--- src/assert_macros.svh ---
// Assertion macros shared by the pixel mapper RTL.
`ifndef ASSERT_MACROS_SVH
`define ASSERT_MACROS_SVH

// Same-cycle implication: when ante holds, cons must hold too.
`define ASSERT_IMPLIES(lbl, clk, rst, ante, cons, msg) \
  lbl: assert property (@(posedge clk) disable iff (rst) (ante) |-> (cons)) \
    else $error(msg);

// Next-cycle implication: when ante holds, cons must hold in the following cycle.
`define ASSERT_NEXT(lbl, clk, rst, ante, cons, msg) \
  lbl: assert property (@(posedge clk) disable iff (rst) (ante) |=> (cons)) \
    else $error(msg);

`endif

--- src/dupml_pkg.sv ---
// Types and constants shared by the pixel mapper modules.
`default_nettype none

package dupml_pkg;

  // Input word kinds carried on s_axis_tuser
  typedef enum logic [1:0] {
    ACT_PIXEL = 2'd0,
    ACT_SYNC  = 2'd1,
    ACT_TICK  = 2'd2
  } action_t;

  // Latch modes
  typedef enum logic [1:0] {
    MODE_TIMED  = 2'd0,
    MODE_SYNC   = 2'd1,
    MODE_TEST_A = 2'd2,
    MODE_TEST_B = 2'd3
  } mode_t;

  // Configuration register indexes
  typedef enum logic [1:0] {
    REG_RUN_MODE    = 2'd0,
    REG_UPO         = 2'd1,
    REG_START_UNIV  = 2'd2,
    REG_UPDATE_RATE = 2'd3
  } reg_index_t;

  // Output word kinds carried on m_axis_tuser
  typedef enum logic {
    KIND_PIXEL = 1'b0,
    KIND_LATCH = 1'b1
  } kind_t;

  // Controller states
  typedef enum logic [1:0] {
    ST_IDLE = 2'd0,
    ST_EXEC = 2'd1,
    ST_EMIT = 2'd2
  } state_t;

  localparam int          CH_PER_PIXEL = 3;
  localparam int          MS_PER_S     = 1000;
  localparam logic [9:0]  DEFAULT_RATE = 10'd60;
  localparam logic [15:0] ELAPSED_MAX  = 16'hFFFF;
  localparam int          UPO_MAX_CODE = 7;

  // Commands from controller to datapath
  typedef struct packed {
    logic load;
    logic exec;
    logic commit;
  } cmd_t;

  // Status from datapath to controller
  typedef struct packed {
    logic has_result;
    logic out_busy;
  } status_t;

endpackage

`default_nettype wire

--- src/dmx_universe_pixel_mapper_latch.sv ---
// Top level of the DMX universe pixel mapper with frame latch.
// Input stream: one word per pixel, sync event or one millisecond tick; s_axis_tuser
//   carries the word kind, s_axis_tdata the pixel fields.
// Output stream: frame buffer pixel writes and frame latch commands; m_axis_tuser
//   carries the kind, m_axis_tdata the address and colour.
// Config channel: cfg_valid/cfg_index/cfg_data, always ready; write only while idle.
// Each word goes through accept, compute (one address multiply and one elapsed-time
//   multiply) and commit, which writes any result into the output register; the
//   next word is accepted in the cycle after commit.
// The output register parts the two sides: a new word is accepted while a result
//   waits, and the commit step holds only if that word also yields a result
//   while the receiver still stalls the previous one.
// Sync events, ticks that do not latch and dropped pixels produce no output word.
// Reset restores the register defaults (sync mode, one universe per output, start
//   universe 0, rate 0 taken as 60 Hz), clears the elapsed counter and both flags and empties
//   the output register.
`default_nettype none

module dmx_universe_pixel_mapper_latch #(
  parameter int NUM_OUTPUTS              = 8,
  parameter int PIXELS_PER_UNIVERSE      = 170,
  parameter int MAX_UNIVERSES_PER_OUTPUT = 4
) (
  input  wire         clk,
  input  wire         rst,
  input  wire         s_axis_tvalid,
  output logic        s_axis_tready,
  // universe[14:0], pixel_index[22:15], channel_count[32:23], red_in[40:33],
  // green_in[48:41], blue_in[56:49], zero[63:57]
  input  wire  [63:0] s_axis_tdata,
  // action[1:0]
  input  wire  [1:0]  s_axis_tuser,
  output logic        m_axis_tvalid,
  input  wire         m_axis_tready,
  // pixel_address[12:0], red_out[20:13], green_out[28:21], blue_out[36:29], zero[39:37]
  output logic [39:0] m_axis_tdata,
  // result_kind[0]
  output logic [0:0]  m_axis_tuser,
  input  wire         cfg_valid,
  output logic        cfg_ready,
  input  wire  [1:0]  cfg_index,
  input  wire  [14:0] cfg_data
);

  dupml_pkg::cmd_t    cmd;
  dupml_pkg::status_t status;

  assign cfg_ready = 1'b1;

  dupml_ctrl u_ctrl (
    .clk           (clk),
    .rst           (rst),
    .s_axis_tvalid (s_axis_tvalid),
    .s_axis_tready (s_axis_tready),
    .status        (status),
    .cmd           (cmd)
  );

  dupml_datapath #(
    .NUM_OUTPUTS              (NUM_OUTPUTS),
    .PIXELS_PER_UNIVERSE      (PIXELS_PER_UNIVERSE),
    .MAX_UNIVERSES_PER_OUTPUT (MAX_UNIVERSES_PER_OUTPUT)
  ) u_datapath (
    .clk           (clk),
    .rst           (rst),
    .cmd           (cmd),
    .status        (status),
    .s_axis_tdata  (s_axis_tdata),
    .s_axis_tuser  (s_axis_tuser),
    .cfg_valid     (cfg_valid),
    .cfg_index     (cfg_index),
    .cfg_data      (cfg_data),
    .m_axis_tready (m_axis_tready),
    .m_axis_tvalid (m_axis_tvalid),
    .m_axis_tdata  (m_axis_tdata),
    .m_axis_tuser  (m_axis_tuser)
  );

endmodule

`default_nettype wire

--- src/dupml_ctrl.sv ---
// Controller state machine sequencing one word through accept, compute and commit.
`default_nettype none
`include "assert_macros.svh"

module dupml_ctrl (
  input  wire                  clk,
  input  wire                  rst,
  input  wire                  s_axis_tvalid,
  output logic                 s_axis_tready,
  input  dupml_pkg::status_t   status,
  output dupml_pkg::cmd_t      cmd
);

  dupml_pkg::state_t state;
  dupml_pkg::state_t state_next;

  // State register
  always_ff @(posedge clk) begin
    if (rst) begin
      state <= dupml_pkg::ST_IDLE;
    end else begin
      state <= state_next;
    end
  end

  // Next state
  always_comb begin
    state_next = state;
    unique case (state)
      dupml_pkg::ST_IDLE: begin
        if (s_axis_tvalid) state_next = dupml_pkg::ST_EXEC;
      end
      dupml_pkg::ST_EXEC: begin
        state_next = dupml_pkg::ST_EMIT;
      end
      dupml_pkg::ST_EMIT: begin
        // hold while a result has nowhere to go
        if (!(status.has_result && status.out_busy)) state_next = dupml_pkg::ST_IDLE;
      end
      default: begin
        state_next = dupml_pkg::ST_IDLE;
      end
    endcase
  end

  // Outputs
  always_comb begin
    s_axis_tready = 1'b0;
    cmd           = '0;
    unique case (state)
      dupml_pkg::ST_IDLE: begin
        s_axis_tready = 1'b1;
        cmd.load      = s_axis_tvalid;
      end
      dupml_pkg::ST_EXEC: begin
        cmd.exec = 1'b1;
      end
      dupml_pkg::ST_EMIT: begin
        cmd.commit = !(status.has_result && status.out_busy);
      end
      default: begin
        cmd = '0;
      end
    endcase
  end

  `ASSERT_NEXT(a_accept_exec, clk, rst, s_axis_tvalid && s_axis_tready, state == dupml_pkg::ST_EXEC, "accepted word did not enter compute")
  `ASSERT_IMPLIES(a_no_commit_busy, clk, rst, cmd.commit, !(status.has_result && status.out_busy), "commit while output register is blocked")

endmodule

`default_nettype wire

--- src/dupml_datapath.sv ---
// Datapath: configuration, word registers, address and latch arithmetic, output register.
`default_nettype none
`include "assert_macros.svh"

module dupml_datapath #(
  parameter int NUM_OUTPUTS              = 8,
  parameter int PIXELS_PER_UNIVERSE      = 170,
  parameter int MAX_UNIVERSES_PER_OUTPUT = 4
) (
  input  wire                 clk,
  input  wire                 rst,
  input  dupml_pkg::cmd_t     cmd,
  output dupml_pkg::status_t  status,
  input  wire  [63:0]         s_axis_tdata,
  input  wire  [1:0]          s_axis_tuser,
  input  wire                 cfg_valid,
  input  wire  [1:0]          cfg_index,
  input  wire  [14:0]         cfg_data,
  input  wire                 m_axis_tready,
  output logic                m_axis_tvalid,
  output logic [39:0]         m_axis_tdata,
  output logic [0:0]          m_axis_tuser
);

  localparam int UPO_CAP = (MAX_UNIVERSES_PER_OUTPUT < dupml_pkg::UPO_MAX_CODE) ?
                           MAX_UNIVERSES_PER_OUTPUT : dupml_pkg::UPO_MAX_CODE;
  localparam int LIM_W   = $clog2(NUM_OUTPUTS * UPO_CAP + 1);
  localparam int TP_W    = 27;

  // Configuration registers
  logic [1:0]  run_mode;
  logic [2:0]  upo;
  logic [14:0] start_universe;
  logic [9:0]  update_rate_hz;

  // Latch state
  logic [15:0] ms_since_latch;
  logic        frame_dirty;
  logic        sync_seen;

  // Captured word
  logic [1:0]  it_action;
  logic [14:0] it_universe;
  logic [7:0]  it_index;
  logic [9:0]  it_count;
  logic [7:0]  it_red;
  logic [7:0]  it_green;
  logic [7:0]  it_blue;

  // Compute stage results
  logic            ex_in_range;
  logic            ex_idx_ok;
  logic [12:0]     ex_addr_base;
  logic [15:0]     ex_ms_inc;
  logic [TP_W-1:0] ex_time_prod;

  // Output register
  logic        out_kind;
  logic [12:0] out_addr;
  logic [7:0]  out_red;
  logic [7:0]  out_green;
  logic [7:0]  out_blue;

  logic [2:0]       upo_eff;
  logic [LIM_W-1:0] lim;
  logic [14:0]      rel;
  logic             below;
  logic [10:0]      need_ch;
  logic [15:0]      ms_inc;
  logic [9:0]       rate_eff;
  logic [12:0]      addr;
  logic             elapsed;
  logic             latch;
  logic             pix_ok;
  logic             has_result;

  // Write configuration registers
  always_ff @(posedge clk) begin
    if (rst) begin
      run_mode       <= dupml_pkg::MODE_SYNC;
      upo            <= 3'd1;
      start_universe <= '0;
      update_rate_hz <= '0;
    end else if (cfg_valid) begin
      unique case (cfg_index)
        dupml_pkg::REG_RUN_MODE:    run_mode       <= cfg_data[1:0];
        dupml_pkg::REG_UPO:         upo            <= cfg_data[2:0];
        dupml_pkg::REG_START_UNIV:  start_universe <= cfg_data[14:0];
        dupml_pkg::REG_UPDATE_RATE: update_rate_hz <= cfg_data[9:0];
        default: begin
        end
      endcase
    end
  end

  // Capture accepted word
  always_ff @(posedge clk) begin
    if (cmd.load) begin
      it_action   <= s_axis_tuser;
      it_universe <= s_axis_tdata[14:0];
      it_index    <= s_axis_tdata[22:15];
      it_count    <= s_axis_tdata[32:23];
      it_red      <= s_axis_tdata[40:33];
      it_green    <= s_axis_tdata[48:41];
      it_blue     <= s_axis_tdata[56:49];
    end
  end

  // Mapping arithmetic; output*strip_len + segment*ppu equals rel*ppu
  always_comb begin
    if (upo == 3'd0) begin
      upo_eff = 3'd1;
    end else if (upo > 3'(UPO_CAP)) begin
      upo_eff = 3'(UPO_CAP);
    end else begin
      upo_eff = upo;
    end
    lim      = LIM_W'(NUM_OUTPUTS) * LIM_W'(upo_eff);
    below    = it_universe < start_universe;
    rel      = it_universe - start_universe;
    need_ch  = (11'(it_index) + 11'd1) * 11'(dupml_pkg::CH_PER_PIXEL);
    ms_inc   = (ms_since_latch == dupml_pkg::ELAPSED_MAX) ? ms_since_latch :
               ms_since_latch + 16'd1;
    rate_eff = (update_rate_hz == 10'd0) ? dupml_pkg::DEFAULT_RATE : update_rate_hz;
  end

  // Compute stage registers
  always_ff @(posedge clk) begin
    if (cmd.exec) begin
      ex_in_range  <= !below && (rel < 15'(lim));
      ex_idx_ok    <= (it_index < 8'(PIXELS_PER_UNIVERSE)) && (need_ch <= 11'(it_count));
      ex_addr_base <= rel[12:0] * 13'(PIXELS_PER_UNIVERSE);
      ex_ms_inc    <= ms_inc;
      // elapsed + 1 > 1000/rate  is  (elapsed + 1) * rate > 1000
      ex_time_prod <= (TP_W'(ms_inc) + TP_W'(1)) * TP_W'(rate_eff);
    end
  end

  // Decide the result of the word
  always_comb begin
    addr    = ex_addr_base + 13'(it_index);
    elapsed = ex_time_prod > TP_W'(dupml_pkg::MS_PER_S);
    priority if (run_mode == dupml_pkg::MODE_SYNC) begin
      latch = frame_dirty && (sync_seen || elapsed);
    end else if (run_mode == dupml_pkg::MODE_TIMED) begin
      latch = elapsed;
    end else begin
      latch = 1'b0;
    end
    pix_ok     = (it_action == dupml_pkg::ACT_PIXEL) && ex_in_range && ex_idx_ok;
    has_result = pix_ok || ((it_action == dupml_pkg::ACT_TICK) && latch);
  end

  assign status.has_result = has_result;
  assign status.out_busy   = m_axis_tvalid && !m_axis_tready;

  // Update latch state on commit
  always_ff @(posedge clk) begin
    if (rst) begin
      ms_since_latch <= '0;
      frame_dirty    <= 1'b0;
      sync_seen      <= 1'b0;
    end else if (cmd.commit) begin
      unique case (it_action)
        dupml_pkg::ACT_PIXEL: begin
          if (pix_ok) frame_dirty <= 1'b1;
        end
        dupml_pkg::ACT_SYNC: begin
          sync_seen <= 1'b1;
        end
        dupml_pkg::ACT_TICK: begin
          if (latch) begin
            ms_since_latch <= '0;
            frame_dirty    <= 1'b0;
            sync_seen      <= 1'b0;
          end else begin
            ms_since_latch <= ex_ms_inc;
          end
        end
        default: begin
        end
      endcase
    end
  end

  // Output valid: set on a committed result, drop when taken
  always_ff @(posedge clk) begin
    if (rst) begin
      m_axis_tvalid <= 1'b0;
    end else if (cmd.commit && has_result) begin
      m_axis_tvalid <= 1'b1;
    end else if (m_axis_tready) begin
      m_axis_tvalid <= 1'b0;
    end
  end

  // Output payload
  always_ff @(posedge clk) begin
    if (cmd.commit && has_result) begin
      if (pix_ok) begin
        out_kind  <= dupml_pkg::KIND_PIXEL;
        out_addr  <= addr;
        out_red   <= it_red;
        out_green <= it_green;
        out_blue  <= it_blue;
      end else begin
        out_kind  <= dupml_pkg::KIND_LATCH;
        out_addr  <= '0;
        out_red   <= '0;
        out_green <= '0;
        out_blue  <= '0;
      end
    end
  end

  assign m_axis_tdata = {3'b000, out_blue, out_green, out_red, out_addr};
  assign m_axis_tuser = out_kind;

  `ASSERT_NEXT(a_latch_clears, clk, rst, cmd.commit && has_result && (it_action == dupml_pkg::ACT_TICK), (ms_since_latch == 16'd0) && !frame_dirty && !sync_seen, "latch did not clear state")
  `ASSERT_NEXT(a_pixel_dirty, clk, rst, cmd.commit && pix_ok, frame_dirty && m_axis_tvalid, "pixel write did not mark frame dirty")

endmodule

`default_nettype wire
--- config.mk ---
export PLATFORM = sky130hd
export DESIGN_NAME = dmx_universe_pixel_mapper_latch
export DESIGN_NICKNAME = d
export VERILOG_FILES = /design/src/dupml_pkg.sv /design/src/dmx_universe_pixel_mapper_latch.sv /design/src/dupml_ctrl.sv /design/src/dupml_datapath.sv
export VERILOG_INCLUDE_DIRS = /design/src /design/src/src
export SDC_FILE = /design/constraint.sdc
export NUM_CORES = 1
export LEC_CHECK = 0
export ABC_AREA = 1
export BUFFER_PORTS_ARGS = -buffer_cell sky130_fd_sc_hd__buf_2
export CAP_MARGIN = 10
export CORE_MARGIN = 4
export CORE_UTILIZATION = 45
export CTS_BUF_LIST = sky130_fd_sc_hd__clkbuf_2 sky130_fd_sc_hd__clkbuf_4 sky130_fd_sc_hd__clkbuf_8
export DETAILED_ROUTE_END_ITERATION = 7
export GPL_ROUTABILITY_DRIVEN = 0
export GPL_TIMING_DRIVEN = 1
export HOLD_SLACK_MARGIN = 0.02
export PLACE_DENSITY = 0.65
export SLEW_MARGIN = 20
export SYNTH_ARGS = -nofsm -noshare
export SYNTH_HDL_FRONTEND = slang
export SYNTH_SLANG_ARGS = --single-unit
--- constraint.sdc ---
create_clock -name clk -period 6.5 [get_ports clk]
set_input_delay 0.325 -clock clk [delete_from_list [all_inputs] [get_ports clk]]
set_output_delay 0.325 -clock clk [all_outputs]
set_load 0.05 [all_outputs]
Word-level counts from Yosys, hierarchy flattened
Cells that the tools add are included.

$add $sub $neg: 5. Multiply operators: 3. Div/mod/pow operators: 0. $lt $le $gt $ge: 6. Eq/ne operators: 13. Shift-type cells: 0. Multiplexer cells: 21. Bitwise operators: 0. Reductions and logical operators: 31.

Operators with widths (count): $mux W16 (2); $gt A27 B10 Y1 const B (1); $mul A27 B10 Y27 (1); $add A16 B1 Y17 const B (1); $add A16 B1 Y16 const B (1); $eq A16 B16 Y1 const B (1); $lt A15 B15 Y1 (1); $lt A15 B6 Y1 (1); $sub A15 B15 Y15 (1); $add A13 B8 Y13 (1); $mul A13 B7 Y12 const B (1); $reduce_and A2 Y1 (6); $le A11 B10 Y1 (1); $mul A11 B2 Y11 const B (1); $mux W1 (11); $logic_not A10 Y1 (1); $mux W10 (1); $add A8 B1 Y9 const B (1); $logic_and A1 B1 Y1 (9); $eq A2 B1 Y1 const B (4); $eq A2 B2 Y1 const B (4); $logic_not A2 Y1 (4); $lt A8 B8 Y1 const B (1); $mux W3 (2); 12 further kinds (21).

Register bits: 205. Latch bits: 0. Memory bits (writable): 0. Memory bits (read-only): 0. Bits of input ports: 88. Output and inout port bits: 44. Logic and storage cells: 105. Memories: 0.

Depth between registers and ports, before layout
Word-level depth: 11. Depth in mapped cells: 37. Gate-level depth less buffers: 37.

By module
Synthesis repeated with hierarchy kept, for this count alone.

Cells, all modules: 1759. Area, all modules: 16002.8 um^2.

By module, submodules not included: dupml_datapath (times used 1, cells an instance 1740, area each 15882.7 um^2, seq. area each 5605.4 um^2); dupml_ctrl (times used 1, cells an instance 17, area each 108.9 um^2, seq. area each 40.0 um^2); dmx_universe_pixel_mapper_latch (times used 1, cells an instance 2, area each 11.3 um^2, seq. area each 0.0 um^2).

Least setup slack after synthesis
No wires, ideal clock.

Kind: register -> register. Start point: reg u_datapath.ms_since_latch[0]. End point: reg u_datapath.ex_time_prod[25], data pin. Setup time: 0.257 ns. Arrival time: 6.200 ns. Required time: 6.243 ns. Setup slack: 0.043 ns. Stages on the path, launching flop included: 33. Path buffers: 0. Period minus slack after synthesis: 6.457 ns. Cell sequence: dfxtp_1 ha_1 nand2_1 nor2_2 nand2_2 nor2_4 inv_2 nand2_1 nand3_2 nor3_4 nand2_2 nand2_1 nand2_1 inv_2 nand2_1 fa_1 inv_1 fa_1 fa_1 fa_1 inv_1 fa_1 inv_1 ha_1 a21oi_1 o21ai_0 a31oi_1 nand3_1 nand2_1 nand2_1 nand2_1 nand2_1 xor2_1.

Longest elaborated chain between the ends: 4. Elaborated cells between the ends (all ways): 5. Classes of those cells: add/sub: 2; mul: 1; eq/ne: 1; mux: 1.

Ends and longest elaborated chain: start: declaration (line dupml_datapath.sv:37) `logic [15:0] ms_since_latch;`; start signal: assignment (line dupml_datapath.sv:177) `ms_since_latch <= ex_ms_inc;`; $add A16 B1 Y16 / $eq A16 B16 Y1 (equally long branches) (line dupml_datapath.sv:123, dupml_datapath.sv:122); $mux W16 * (line dupml_datapath.sv:122) `ms_inc = (ms_since_latch == dupml_pkg::ELAPSED_MAX) ? ms_since_latch :`; net u_datapath.ms_inc[5] (line dupml_datapath.sv:69) `logic [15:0] ms_inc;`; $add A16 B1 Y17 * (line dupml_datapath.sv:135) `ex_time_prod <= (TP_W'(ms_inc) + TP_W'(1)) * TP_W'(rate_eff);`; $mul A27 B10 Y27 * (line dupml_datapath.sv:135); end signal: assignment (line dupml_datapath.sv:135); end: declaration (line dupml_datapath.sv:55) `logic [TP_W-1:0] ex_time_prod;`.

The timed path passes the listed nets; every way through them passes the cells marked *. A chain may end at the register's enable or synchronous reset.

Final worst setup path
Start point: reg u_datapath.ms_since_latch[1]. End point: reg u_datapath.ex_time_prod[26], data pin.

The elaborated chain is that of the path after synthesis.

==> impl_metrics.env <==
export IMPL_status="finished, final reports clean"
export IMPL_yosysTopAreaCell="edfxtp_1"
export IMPL_ant_nets=0
export IMPL_fillers=2958
export IMPL_num_vias=13100
export IMPL_hold_path_class="in2reg"
export IMPL_slew_headroom=0.378
export IMPL_startpoint_type="flop"
export IMPL_min_period_ns=6.30
export IMPL_fmax_mhz=159
export IMPL_yosys_warnings=0
export IMPL_report_final_slew_viol_count=0
export IMPL_avgSynthCellArea_um2=8.89
export IMPL_pwr_share_comb=0.317
export IMPL_area_growth_synth_to_final_pct=28.6
export IMPL_totalPowerFinal_w=0.00424
export IMPL_slowest_delay_ns=0.56
export IMPL_seq_area_frac_synth=0.357
export IMPL_ys_types=43
export IMPL_power_density_nw_per_um2=209
export IMPL_drc=0
export IMPL_core_um2=34600
export IMPL_async_reset_ff_frac=0
export IMPL_endpoint_kind="flop"
export IMPL_cts_reportedPaths_clkPinSlew_ns=0.06
export IMPL_crit_top_cell="fa_1"
export IMPL_postSynthCellCount=1778
export IMPL_worst_pin_slew_ns=0.930
export IMPL_synth_top_area_frac=0.293
export IMPL_final_hold_violation_count=0
export IMPL_grt_pass1_wl_mm=63.8
export IMPL_die_area_um2=38200
export IMPL_switching_share=0.332
export IMPL_power_switching_w=0.00141
export IMPL_rsz0062_at_grt="yes"
export IMPL_pwr_share_seq=0.373
export IMPL_ys_flop_type="edfxtp_1"
export IMPL_syn_area_um2=15800
export IMPL_cts_sinks=205
export IMPL_die_width_um=195
export IMPL_skew_ns=0.0314
export IMPL_dp_cells=2474
export IMPL_ys_seq_elements=205
export IMPL_timing_final_ws_setup_ns=0.203
export IMPL_cts_tree="done"
export IMPL_ctsLongestPathBuffers=3
export IMPL_insertedDiodeCount=0
export IMPL_maxCapViolCount=0
export IMPL_grt_max_degree=60
export IMPL_wl_per_cell_um=15.1
export IMPL_antenna_found_initial=2
export IMPL_layout_drive_gt1_share=0.233
export IMPL_arrival_ns=6.59
export IMPL_r2r_slack_ns=0.20
export IMPL_via_per_inst=4.97
export IMPL_grtUsageTotal=0.203
export IMPL_power_frac_clock=0.311
export IMPL_fin_cells=2629
export IMPL_clk_latency_ns=0.58
export IMPL_drtPass1Iterations=5
export IMPL_dp_hpwl_mm=29.9
export IMPL_cts_root_buffer="clkbuf_8"
export IMPL_dr_first_iter_drc_count=740
export IMPL_placed_cell_area_um2=18000
export IMPL_path_max_fanout=5
export IMPL_synth_edf_count=154
export IMPL_synth_top_cells_by_area="edfxtp_1 29%, fa_1 17%, ha_1 10%, inv_1 7.9%, nand2_1 7.1%"
export IMPL_period_share=0.969
export IMPL_io_buffers=120
export IMPL_overflow=0
export IMPL_initial_core_util=0.456
export IMPL_critPathRequiredTime_ns=6.79
export IMPL_finalSetupViolations=0
export IMPL_fp_dieH_um=195
export IMPL_final_util=0.587
export IMPL_drt_total_wl_mm=39.8
export IMPL_path_class="reg2reg"
export IMPL_final_cell_area_um2=20300
export IMPL_layout_nets=2493
export IMPL_irDropWorstVdd_mv=0.246
export IMPL_dp_slack_ns=-0.163
export IMPL_p_leak_nw=9.67
export IMPL_internal_power_w=0.00283
export IMPL_crit_slowest_cell="fa_1"
export IMPL_io_pins=132
export IMPL_rows=68
export IMPL_cts_buffers=37
export IMPL_h_tree_depth=2
export IMPL_first_global_vias=13200
==> worst paths after layout <==
kind                           startpoint                      endpoint  cells past startpoint
min reg2reg  u_datapath.start_universe[0]  u_datapath.start_universe[0]                      2
max reg2reg  u_datapath.ms_since_latch[1]   u_datapath.ex_time_prod[26]                     30
max          u_datapath.ms_since_latch[1]   u_datapath.ex_time_prod[26]                     30
min                           cfg_data[2]  u_datapath.update_rate_hz[2]                      3
==> synth_stat cells (2+ instances only) <==
library cell,instances
o21a_1,6
inv_2,4
clkinv_1,3
nor4_1,4
nand3_2,4
inv_1,333
xor2_1,49
conb_1,2
clkbuf_1,25
ha_1,128
a211oi_1,2
nor3_1,22
edfxtp_1,154
nor2_2,3
o21ai_0,57
o211ai_1,2
buf_4,4
nand2_1,299
nor2_1,208
a31oi_1,5
nand3_1,104
dfxtp_1,51
a21oi_1,116
fa_1,132
xnor2_1,17
nand2_2,5
nand4_1,16
o21bai_1,6
nand3b_1,3
==> layer usage <==
metal	GRT usage	wire length [um]	vias to the layer above
met5	0	21	-
met4	0.0504	934	4
met3	0.0373	2120	77
met2	0.349	19600	302
met1	0.268	17200	6280
li1	-	-	6411
==> worst max-delay path: cells and delay by family, from the launching register on <==
family	cells	cell delay (ns)
xor+xnor	1	0.18
buf+inv	8	0.74
fa+ha+maj	7	2.97
compound gates	4	0.62
simple gates	10	1.16
flops	1	0.35
==> kinds of logic after synthesis <==
group,Yosys count,share of synthesized area
flip-flops,205,0.357
adder cells (fa/ha/maj),260,0.269
other,2,0.000475
XOR/XNOR,67,0.0376
buffers and inverters,370,0.0893
AND/OR/NAND/NOR,673,0.178
AO/OA/AOI/OAI,201,0.0682
==> what timing repair did <==
item / 4_1_cts / 5_1_grt
pin swaps: 10 / 70
gates resized for setup: 21 / 157
gates cloned: 0 / 1
hold buffers: 69 / 0
hold endpoints to repair: 71 / 0
setup buffers: 3 / 14
endpoints found under the setup margin: 7 / 17
==> cell usage in the layout, fill, tap and decap left out, types with 7 or more instances in the layout <==
master	n
a21oi_1	101
a21oi_2	13
buf_2	120
buf_4	157
buf_6	7
clkbuf_4	10
clkbuf_8	43
clkinv_1	8
dfxtp_1	47
dlygate4sd3_1	69
edfxtp_1	154
fa_1	131
ha_1	117
ha_4	11
inv_1	320
inv_2	15
nand2_1	261
nand2_2	32
nand2_4	11
nand3_1	90
nand3_2	14
nand4_1	16
nor2_1	188
nor2_2	17
nor2_4	7
nor3_1	15
o21ai_0	51
xnor2_1	17
xor2_1	43
==> stage by stage <==
step	setup TNS (ns)	hold slack (ns)
6_report	0	0.0708
5_1_grt	-0.657	0.0723
4_1_cts	0	0.0230
3_5_place_dp	-0.454	0.445
3_3_place_gp	-0.0924	0.445
2_1_floorplan	0	0.424
==> final cells by class <==
type	count	area, um2	area share
Timing Repair inverter	1	6.26	0.000308
Multi-Input combinational cell	1205	9430	0.464
Clock buffer	53	667	0.0328
Sequential cell	205	5650	0.278
Inverter	340	1280	0.0632
Clock inverter	15	129	0.00634
Timing Repair Buffer	355	2590	0.127
Tap cell	455	569	0.0280
==> sequential cells by signal, indices dropped and copies added, names as in the netlist, 10 cells and up <==
signal	count
u_datapath.ex_addr_base	12
u_datapath.ex_ms_inc	16
u_datapath.ex_time_prod	27
u_datapath.it_count	10
u_datapath.it_universe	15
u_datapath.ms_since_latch	16
u_datapath.out_addr	13
u_datapath.start_universe	15
u_datapath.update_rate_hz	10
==> power groups by stage <==
| stage | sequential [W] | combinational [W] | clock, W |
|---|---|---|---|
| after floorplan | 0.00160 | 0.000978 | 0 |
| after global placement | 0.00160 | 0.00126 | 0 |
| after detailed placement | 0.00161 | 0.00130 | 0 |
| after CTS | 0.00158 | 0.00134 | 0.00136 |
| after global routing | 0.00159 | 0.00156 | 0.00141 |
| final | 0.00158 | 0.00134 | 0.00132 |
No activity file was read; power rests on OpenSTA's default activity.
